`src/rtl/pmft_ram.sv`:
```
// ----------------------------------------------------------------------------
// pmft_ram
// Generic single-write, single-read synchronous RAM with registered read data.
// ----------------------------------------------------------------------------
module pmft_ram #(
    parameter int WIDTH = 8,
    parameter int DEPTH = 16,
    localparam int AW = (DEPTH > 1) ? $clog2(DEPTH) : 1
) (
    input  logic             clk,
    input  logic             wr_en,
    input  logic [AW-1:0]    wr_addr,
    input  logic [WIDTH-1:0] wr_data,
    input  logic             rd_en,
    input  logic [AW-1:0]    rd_addr,
    output logic [WIDTH-1:0] rd_data
);

    logic [WIDTH-1:0] mem [DEPTH];

    always_ff @(posedge clk)
    begin
        if (wr_en)
        begin
            mem[wr_addr] <= wr_data;
        end
        if (rd_en)
        begin
            rd_data <= mem[rd_addr];
        end
    end

endmodule

```
`config.mk`:
```
export PLATFORM = sky130hd
export DESIGN_NAME = pmft_ram
export DESIGN_NICKNAME = d
export VERILOG_FILES = /design/src/rtl/pmft_ram.sv
export SDC_FILE = /design/constraint.sdc
export NUM_CORES = 1
export LEC_CHECK = 0
export BUFFER_PORTS_ARGS = -buffer_cell sky130_fd_sc_hd__buf_2
export CAP_MARGIN = 20
export CORE_ASPECT_RATIO = 0.7
export CORE_MARGIN = 2
export CORE_UTILIZATION = 50
export CTS_CLUSTER_DIAMETER = 60
export DETAILED_ROUTE_END_ITERATION = 10
export GPL_TIMING_DRIVEN = 1
export PLACE_DENSITY_LB_ADDON = 0.08
export SLEW_MARGIN = 15
export SYNTH_ARGS = -nofsm -noshare
export SYNTH_HDL_FRONTEND = slang
export SYNTH_SLANG_ARGS = --single-unit
```
`constraint.sdc`:
```
create_clock -name clk -period 5.32 [get_ports clk]
set_clock_uncertainty 0.1 [all_clocks]
set_input_delay 1.064 -clock clk [delete_from_list [all_inputs] [get_ports clk]]
set_output_delay 1.064 -clock clk [all_outputs]
set_load 0.01 [all_outputs]
```
## Yosys cells after proc, flatten, opt, wreduce, memory -nomap -nowiden

Memory sizes are Yosys's and may differ from the RTL's. A register that Yosys moved wholly into a read port is not among the register bits.
Index checks and enable logic that the tools add are counted.

- Bits in registers: 0
- Memories: 1
- RAM bits: 128
- Input bits: 19
- Logic and storage cells: 3

Memories:

| memory | depth | width | read ports | clocked after Yosys merged registers in | wr ports | line | text |
|---|---|---|---|---|---|---|---|
| mem | 16 | 8 | 1 | 1 | 1 | 19 | `logic [WIDTH-1:0] mem [DEPTH];` |

- Mux-type cells: 2

Operators by type and width:

| cell | number |
|---|---|
| $mux 1 | 2 |

## Logic depth before layout (Yosys ltp)

Gate-level depths: netlist of the first run.

- Word-level depth: 2
- Gate-level depth with buffers: 5
- Gate-level depth less buffers: 3

## Least setup slack after synthesis of the first run

OpenSTA, ideal clock, no wires.

- Path kind: input-to-reg
- Start point: input port wr_addr[2]
- End point: memory mem[0][0], enable pin
- Arrival time: 2.174 ns
- Stages: 2
- Path buffers: 0
- Slack: 2.663 ns
- Cells stage by stage: or3b_2 -> nor3_1

RTL lines:

| what | line | text |
|---|---|---|
| start, declared | 12 | `input logic [AW-1:0] wr_addr,` |
| end, declared | 19 |  |

No word-level cell before the write port.

==> results of run 1 <==
[cells by family after synthesis]
logic type / Yosys count
AOI/OAI and AO/OA: 16
buffers and inverters: 10
DFF: 136
muxes: 32
and+or+nand+nor: 35
[metrics by stage]
step / util / hold WS [ns] / setup WS (ns)
CTS: 0.586 / 0.659 / 2.43
global route: 0.588 / 0.683 / 2.66
global placement: 0.531 / 0.637 / 2.01
finish: 0.588 / 0.659 / 2.77
detailed placement: 0.531 / 0.650 / 2.00
floorplan: - / 0.605 / 2.66
[metal layers]
layer	wire, um	vias to the layer above
li1	-	1051
met1	4610	1248
met2	4800	79
met3	625	17
met4	182	0
met5	0	-
[state kept, by name (all words and copies together), names as in the netlist]
signal / count
mem: 128
rd_data: 8
[path summary, 6_finish.rpt]
check	from	to	cells past startpoint
setup / recovery	rd_addr[0]	rd_data[5]	5
hold / removal	mem[14][7]	rd_data[7]	3
setup reg to reg	mem[9][5]	rd_data[5]	3
hold reg to reg	mem[14][7]	rd_data[7]	3
[layout by cell type (no fill, tap or decap)]
| master | netlist | routed |
|---|---|---|
| edfxtp_1 | 136 | 136 |
| buf_2 | 3 | 26 |
| mux4_2 | 18 | 18 |
| clkbuf_16 | 0 | 17 |
| a22oi_1 | 16 | 16 |
| mux4_1 | 14 | 14 |
| nor2_1 | 13 | 13 |
| nand2_1 | 9 | 9 |
| clkinv_2 | 0 | 6 |
| nor3_2 | 0 | 3 |
| bufinv_16 | 0 | 3 |
| nand3b_1 | 2 | 2 |
| nand2b_1 | 2 | 2 |
| clkinv_1 | 0 | 2 |
| nor2b_1 | 1 | 1 |
| and2_1 | 1 | 1 |
| and2b_1 | 1 | 1 |
| nand3_1 | 1 | 1 |
| or3b_2 | 1 | 1 |
| nor3_1 | 4 | 1 |
| clkinvlp_4 | 0 | 1 |
| clkbuf_1 | 0 | 1 |
| buf_12 | 0 | 1 |
| buf_4 | 1 | 1 |
[worst max-delay path, delay by kind of cell]
| kind | cells | cell delay, ns |
|---|---|---|
| buf+inv | 2 | 0.58 |
| mux | 1 | 0.57 |
| compound gates | 1 | 0.24 |
| simple gates | 1 | 0.12 |
[cells in the mapped netlist (all sizes together)]
cell / instances
nor2: 13
nand2b: 2
edfxtp: 136
nand2: 9
and2: 1
clkdlybuf4s25: 3
mux4: 32
nor3: 4
nand3b: 2
nor2b: 1
a22oi: 16
buf: 7
or3b: 1
nand3: 1
and2b: 1
[area by class of cell]
class	instances	area, sq um
clock buffer	18	429
clock inverter	12	135
fill	729	4240
multi-input combinational	83	1070
sequential	136	4080
tap	132	165
timing repair buffer	28	158
[power by group through the flow]
stage | registers, mW | logic [mW] | clock network, mW
after floorplan | 1.24 | 0.0609 | 0
after global placement | 1.24 | 0.106 | 0
after detailed placement | 1.24 | 0.108 | 0
after CTS | 1.22 | 0.108 | 1.14
after global routing | 1.22 | 0.118 | 1.19
final | 1.22 | 0.107 | 1.13
==> impl_metrics.toml, run 1 <==
[logic_synthesis]
synth-simple-area-share = 0.0314
synth_xor_area_frac = 0
synthesis.instances = 229
synth.top_cell.area_share = 0.781
yosysUniqueCellTypes = 18
ys_warn_count = 0
yosysSeqAreaShare = 0.781
avgSynthCellArea_sq_um = 22.8
synth.area.top_cells = "edfxtp_1, mux4_2, mux4_1, a22oi_1, nor2_1"
synth_seq_cells = 136
synth_top_family_by_area = "multiplexers"
syn_nets = 248
synth_compound_area_frac = 0.0230
syn-cell-area_sq_mm = 0.00523
yosys.area.top_type = "edfxtp_1"
synthMuxAreaShare = 0.148
yosys.area_share.adder = 0

[global_route]
top_usage_layer = "met2"
grt_usage = 0.200
grt_max_degree = 33
grt_pass1_wl_um = 15200
antenna_found_initial = 0
grt_overflow = 0
met1_usage = 0.265
grt_pass1_vias = 2492
grt.met2_usage = 0.310
met3_usage = 0.0700

[critical_path]
required_ns = 5.36
critPathArrivalTime_ns = 2.59
critPathMaxFanout = 22
critical_path.endpoint_type = "flop"
worstPathCellList = "buf_2 -> buf_12 -> mux4_1 -> a22oi_1 -> nand2_1"
slowest_stage = "mux4_1"
start_kind = "input port"
crit_type = "input port to flop"
r2r_slack_ns = 3.75
crit_path_max_incr_delay_ns = 0.57

[clocking]
clkLatencyLatePin_ns = 0.41
ctsResizeCount = 0
cts_root_buffer = "clkbuf_16"
clk_path_buf_depth = 2
htree_levels = 4
numCtsBuffers = 17
cts_tree = "built"
cts_sinks = 136
clk_pin_slew_ns = 0.06
post_cts_buffers = 0
postCtsHoldBufs = 0

[pwr]
finalPower_mw = 2.45
p_per_area_mw_per_mm2 = 405
p_leak_nw = 2.01
p_int_mw = 1.97
switchingPower_mw = 0.477
swShare = 0.195
clkPwrFrac = 0.460
sequentialPowerShare = 0.496
comb_power_share = 0.044
ir_drop_uv = 282

[route]
drc = 0
first_iter_violations = 225
wl_per_cell_um = 25.0
ant_nets = 0
avgViaCountPerCell = 5.86
num_vias = 2395
firstDrtPassIters = 4
drt-total-wl_um = 10200

[place]
place_area_sq_mm = 0.00546
dp_hpwl_um = 6280
portBuffers = 26
place_inst = 378
gp_congestion = 0.722

[timing]
slew_headroom = 0.280
fmaxAchievable_mhz = 393
tightestPinTransition_ns = 1.08
tns_ns = 0
post-route-min-period_ns = 2.55
hold_violations = 0
setup_viol = 0
slew_viol_final = 0
period_share = 0.479
rsz0062_at_grt = "no"

[outcome]
status = "finished, final reports clean"

[final_layout]
layout.cells.non_filler = 409
final_area_sq_mm = 0.00604
antenna_cells = 0
area_delta_synth_final_pct = 15.6
finalNetCount = 285
drive_gt1_frac = 0.278

[die]
ios = 27
initial_core_util = 0.509
dieHeight_um = 89.6
rows = 31
die_area_sq_mm = 0.0113
die_w_um = 126
fp.coreArea_sq_mm = 0.0103

[run]
max-cap-violations = 0

[hold_path]
hold_class = "flop to flop"
No activity file was read; power rests on OpenSTA's default activity.
==> run 2, diff against run 1 <==
==> constraint.sdc (replaced) <==
create_clock -name clk -period 2.1 [get_ports clk]
set_clock_uncertainty 0.1 [all_clocks]
set_input_delay 0.42 -clock clk [delete_from_list [all_inputs] [get_ports clk]]
set_output_delay 0.42 -clock clk [all_outputs]
set_load 0.01 [all_outputs]
==> run 2 against run 1 <==
  * Cell area increased by 3.9%
  * Non-clock buffer count increased by 24
  * First-iteration DRC count decreased by 2.7%
  * Largest cell class unchanged
  * Die area unchanged
  * Worst hold slack got worse by 0.38 ns
  * Clock-buffer cell count unchanged
  * Via count increased by 3.6%
  * Critical endpoint is now rd_data[2]
  * Global-route usage decreased by 0.49 points
  * Combinational power increased to 2.7 times the previous value
==> impl_metrics.toml, run 2 (synthesis results as in run 1) <==
[timing]
fmaxAchievable_mhz = 608
hold_violations = 0
post-route-min-period_ns = 1.65
period_share = 0.784
tightestPinTransition_ns = 0.394
rsz0062_at_grt = "no"
setup_viol = 0
slew_viol_final = 0
slew_headroom = 0.737
tns_ns = 0
timing.final.ws_setup_ns = 0.455

[clocking]
cts_sinks = 136
ctsResizeCount = 0
clk_pin_slew_ns = 0.06
postCtsHoldBufs = 0
clkLatencyLatePin_ns = 0.41
cts_tree = "built"
clk_path_buf_depth = 2
cts_root_buffer = "clkbuf_16"
htree_levels = 4
post_cts_buffers = 0
numCtsBuffers = 17

[route]
num_vias = 2482
avgViaCountPerCell = 5.71
firstDrtPassIters = 4
ant_nets = 0
first_iter_violations = 219
wl_per_cell_um = 22.9
drt-total-wl_um = 9960
drc = 0

[final_layout]
finalNetCount = 309
top_register = "mem"
reg_top3 = "mem (128), rd_data (8)"
drive_gt1_frac = 0.327
layout.cells.non_filler = 435
largest_register_ffs = 128
layout_commonest_cell = "edfxtp_1"
area_delta_synth_final_pct = 20.1
antenna_cells = 0
mostFrequentLayoutCells = "edfxtp_1, buf_2, buf_4"

[critical_path]
critical_path.endpoint_type = "flop"
r2r-start = "mem[0][2]"
r2r_slack_ns = 0.53
required_ns = 2.16
start_kind = "input port"
critPathArrivalTime_ns = 1.70
crit_type = "input port to flop"
critPathMaxFanout = 19
ff2ff_path_depth = 3
r2r-end = "rd_data[2]"

[die]
die_area_sq_mm = 0.0113
ios = 27
die_w_um = 126
rows = 31
fp.coreArea_sq_mm = 0.0103
initial_core_util = 0.509
dieHeight_um = 89.6

[global_route]
grt_max_degree = 20
grt_overflow = 0
grt_pass1_vias = 2500
grt_pass1_wl_um = 15100
grt_usage = 0.195
antenna_found_initial = 0

[pwr]
ir_drop_uv = 670
finalPower_mw = 6.39
p_leak_nw = 2.15
p_per_area_mw_per_mm2 = 1020

[outcome]
status = "finished, final reports clean"

[hold_path]
hold_class = "input port to flop"
hold_path_end = "rd_data[4]"
min_path_cells = 1
worstHoldStart = "rd_en"

[place]
portBuffers = 26
pre_cts_ws_ns = 0.0372
gp_congestion = 0.747
dp_hpwl_um = 6610
place_inst = 403

[run]
max-cap-violations = 0
run 2: cell count changes in the layout (fill, tap and decap cells not counted):
| cell | previous run | this run |
|---|---|---|
| nor3_2 | 3 | 0 |
| buf_12 | 1 | 3 |
| bufinv_16 | 3 | 4 |
| nor3_1 | 1 | 4 |
| buf_4 | 1 | 23 |
| clkinv_2 | 6 | 2 |
| clkinvlp_4 | 1 | 3 |
| clkinv_1 | 2 | 3 |
| clkinv_4 | 0 | 2 |
run 2: layout make-up:
class	count	area (sq um)
clock buffer	18	429
clock inverter	14	181
fill	707	4000
multi-input combinational	83	1060
sequential	136	4080
tap	132	165
timing repair buffer	52	363
run 2: metrics by stage:
stage	area (sq um)	util	hold WS [ns]
after detailed placement	5670	0.552	0.632
after CTS	6280	0.611	0.264
final	6280	0.611	0.279
after global routing	6280	0.611	0.269
after global placement	5670	0.552	0.633
after floorplan	5230	-	0.419
run 2: worst max-delay path by stage:
stage | startpoint | end | slack, ns
2_1_floorplan | wr_addr[2] | mem[0][0] | 0.09
3_3_place_gp | rd_addr[0] | rd_data[4] | 0.05
3_5_place_dp | rd_addr[0] | rd_data[4] | 0.04
4_1_cts | rd_addr[0] | rd_data[7] | 0.48
5_1_grt | rd_addr[0] | rd_data[4] | 0.45
6_report | rd_addr[0] | rd_data[2] | 0.45
run 2: worst max-delay path, stage by stage:
cell and delay (ns):
buf_2 0.14, buf_12 0.20, mux4_1 0.57, a22oi_1 0.27, nand2_1 0.08
run 2: report_power, final:
group	switching [mW]	internal [mW]	leakage [nW]
clock	1.06	1.97	0.288
combinational	0.164	0.127	0.624
sequential	0.0172	3.06	1.24
run 2: per-layer routing:
metal	wire length, um	track usage
met5	0	0
met4	155	0.0779
met3	398	0.0551
met2	4490	0.288
met1	4910	0.281
==> run 3, diff against run 2 <==
--- a/config.mk
+++ b/config.mk
@@ -5,6 +5,7 @@
 export SDC_FILE = /design/constraint.sdc
 export NUM_CORES = 1
 export LEC_CHECK = 0
+export ABC_AREA = 1
 export BUFFER_PORTS_ARGS = -buffer_cell sky130_fd_sc_hd__buf_2
 export CAP_MARGIN = 20
 export CORE_ASPECT_RATIO = 0.7
==> constraint.sdc (replaced) <==
create_clock -name clk -period 1.3 [get_ports clk]
set_clock_uncertainty 0.1 [all_clocks]
set_input_delay 0.26 -clock clk [delete_from_list [all_inputs] [get_ports clk]]
set_output_delay 0.26 -clock clk [all_outputs]
set_load 0.01 [all_outputs]
==> run 3 against run 2 <==
  * The flow now finishes with violations (negative setup slack)
  * Non-clock buffer count is 6 higher
  * Highest routed layer unchanged
  * Critical path type is now flop to output pin
  * Core utilization is 0.75 points higher
  * Combinational power is 130% higher
  * Cell area is 10% higher
  * Worst hold slack worse by 0.17 ns
  * Routed wire length is 44% higher
==> impl_metrics.toml, run 3 <==
[hold_path]
min_path_cells = 1
worstHoldStart = "rd_en"
hold_class = "input port to flop"
hold_path_end = "rd_data[5]"

[route]
wl_per_cell_um = 18.6
avgViaCountPerCell = 5.24
drc = 0
firstDrtPassIters = 5
first_iter_violations = 449
num_vias = 4033
ant_nets = 0
drt-total-wl_um = 14300

[timing]
rsz0062_at_grt = "yes"
post-route-min-period_ns = 1.36
period_share = 1.04
tightestPinTransition_ns = 0.546
hold_violations = 0
fin_worst_hold_slack_ns = 0.113
fmaxAchievable_mhz = 736
setup_viol = 4
slew_headroom = 0.635
timing.final.ws_setup_ns = -0.0580
slew_viol_final = 0

[critical_path]
crit_type = "flop to output pin"
critical_path.endpoint_type = "output pin"
r2r_slack_ns = 0.04
critPathMaxFanout = 1
crit_cells = 1
r2r-start = "mem[0][0]"
critPathArrivalTime_ns = 1.00
slowest_stage = "edfxtp_1"
critPathTopFamily = "flip-flops"
r2r-end = "rd_data[0]"
crit_path_max_incr_delay_ns = 0.42
required_ns = 0.94
path_buf_inv = 1
start_kind = "flop"
worstPathCellList = "buf_2"
ff2ff_path_depth = 6

[final_layout]
mostFrequentLayoutCells = "nand2_1, edfxtp_1, inv_1"
area_delta_synth_final_pct = 18.6
reg_top3 = "mem (128), rd_data (8)"
layout_commonest_cell = "nand2_1"
top_register = "mem"
antenna_cells = 0
finalNetCount = 623
largest_register_ffs = 128
drive_gt1_frac = 0.160

[global_route]
grt_overflow = 0
grt_pass1_vias = 3816
grt_pass1_wl_um = 21600
grt_max_degree = 45
antenna_found_initial = 0
grt_usage = 0.241

[place]
portBuffers = 26
gp_congestion = 0.920
pre_cts_ws_ns = -0.341
dp_hpwl_um = 9070

[pwr]
switchingPower_mw = 2.45
sequentialPowerShare = 0.474
swShare = 0.234
p_leak_nw = 3.01
p_int_mw = 8.02
ir_drop_uv = 934
comb_power_share = 0.065
clkPwrFrac = 0.461
p_per_area_mw_per_mm2 = 1510

[logic_synthesis]
synth.top_cell.area_share = 0.698
synth.area.top_cells = "edfxtp_1, nand2_1, nand3_1, inv_1, buf_6"
ys_warn_count = 0
synth-edff-count = 136
syn_nets = 570
yosysUniqueCellTypes = 11
avgSynthCellArea_sq_um = 10.6
synth-main-ff-cell = "edfxtp_1"
synthTopCellsByCount = "nand2_1, edfxtp_1, inv_1"
yosys.area.top_type = "edfxtp_1"
synthesis.instances = 551
yosysMostFrequentCell = "nand2_1"
yosysSeqAreaShare = 0.698
syn-cell-area_sq_mm = 0.00585
synthArstFlopShare = 0
synth_seq_cells = 136

[clocking]
clk_pin_slew_ns = 0.06
clkLatencyLatePin_ns = 0.42
postCtsHoldBufs = 0
htree_levels = 4
cts_tree = "built"
numCtsBuffers = 17
clk_path_buf_depth = 2
cts_sinks = 136
post_cts_buffers = 0
cts_root_buffer = "clkbuf_16"

[die]
die_w_um = 133
ios = 27
dieHeight_um = 94.5
die_area_sq_mm = 0.0126
fp.coreArea_sq_mm = 0.0112
initial_core_util = 0.522
rows = 32

[run]
max-cap-violations = 0

[outcome]
violations = "negative setup slack"
status = "finished with violations"
-- run 3: changes by cell type after synthesis, sizes merged --
cell,change
nand2,+164
inv,+102
nand3,+96
mux4,-32
buf,+17
a22oi,-16
nor2,+4
nor3,-4
clkdlybuf4s25,-3
nand2b,-2
and2,-1
and2b,-1
nor2b,-1
or3b,-1
-- run 3: routing by layer --
layer / track usage / part of all wire / wire length, um / vias to the layer above
li1: - / - / - / 1890
met3: 0.0762 / 0.097 / 1390 / 16
met1: 0.362 / 0.48 / 6870 / 1943
met5: 0 / 0 / 0 / -
met4: 0.0612 / 0.0082 / 117 / 0
met2: 0.340 / 0.41 / 5910 / 184
-- run 3: logic make-up after synthesis --
family / Yosys count / share of synthesized area
AND/OR/NAND/NOR: 289 / 0.208
flip-flops: 136 / 0.698
buffers and inverters: 126 / 0.0939
-- run 3: worst max-delay path by stage --
stage | from | to | slack, ns
floorplan | wr_addr[3] | mem[4][0] | -0.01
detailed placement | rd_addr[0] | rd_data[4] | -0.34
global placement | rd_addr[0] | rd_data[4] | -0.32
finish | rd_data[7] | rd_data[7] | -0.06
CTS | rd_data[7] | rd_data[7] | -0.07
global route | rd_data[7] | rd_data[7] | -0.08
-- run 3: cell type report --
type,count,area [sq um]
tap,153,191
fill,918,4280
clock inverter,15,168
sequential,136,4080
inverter,102,383
timing repair buffer,58,433
clock buffer,17,425
multi-input combinational,289,1250
-- run 3: repair_timing --
action | in CTS | in global routing
endpoints found under the setup margin | 8 | 11
endpoints found under the hold margin | 0 | 0
pin swaps | 0 | 1
resized for setup | 1 | 6
-- run 3: through the flow --
stage | std cells | cell area (sq um) | TNS (ns) | total power [mW] | utilization
2_1_floorplan | 551 | 5850 | -0.694 | 5.41 | -
3_3_place_gp | 738 | 6300 | -6.37 | 5.70 | 0.562
3_5_place_dp | 738 | 6300 | -8.18 | 5.72 | 0.562
4_1_cts | 770 | 6900 | -0.210 | 10.5 | 0.616
5_1_grt | 770 | 6930 | -0.338 | 10.8 | 0.618
6_report | 770 | 6930 | -0.114 | 10.5 | 0.618
-- run 3: power by group through the flow --
stage          logic [mW]  clock network [mW]  registers (mW)
6_report            0.676                4.83            4.97
5_1_grt             0.736                5.07            4.97
4_1_cts             0.662                4.87            4.97
3_5_place_dp        0.655                   0            5.06
3_3_place_gp        0.645                   0            5.06
2_1_floorplan       0.346                   0            5.06
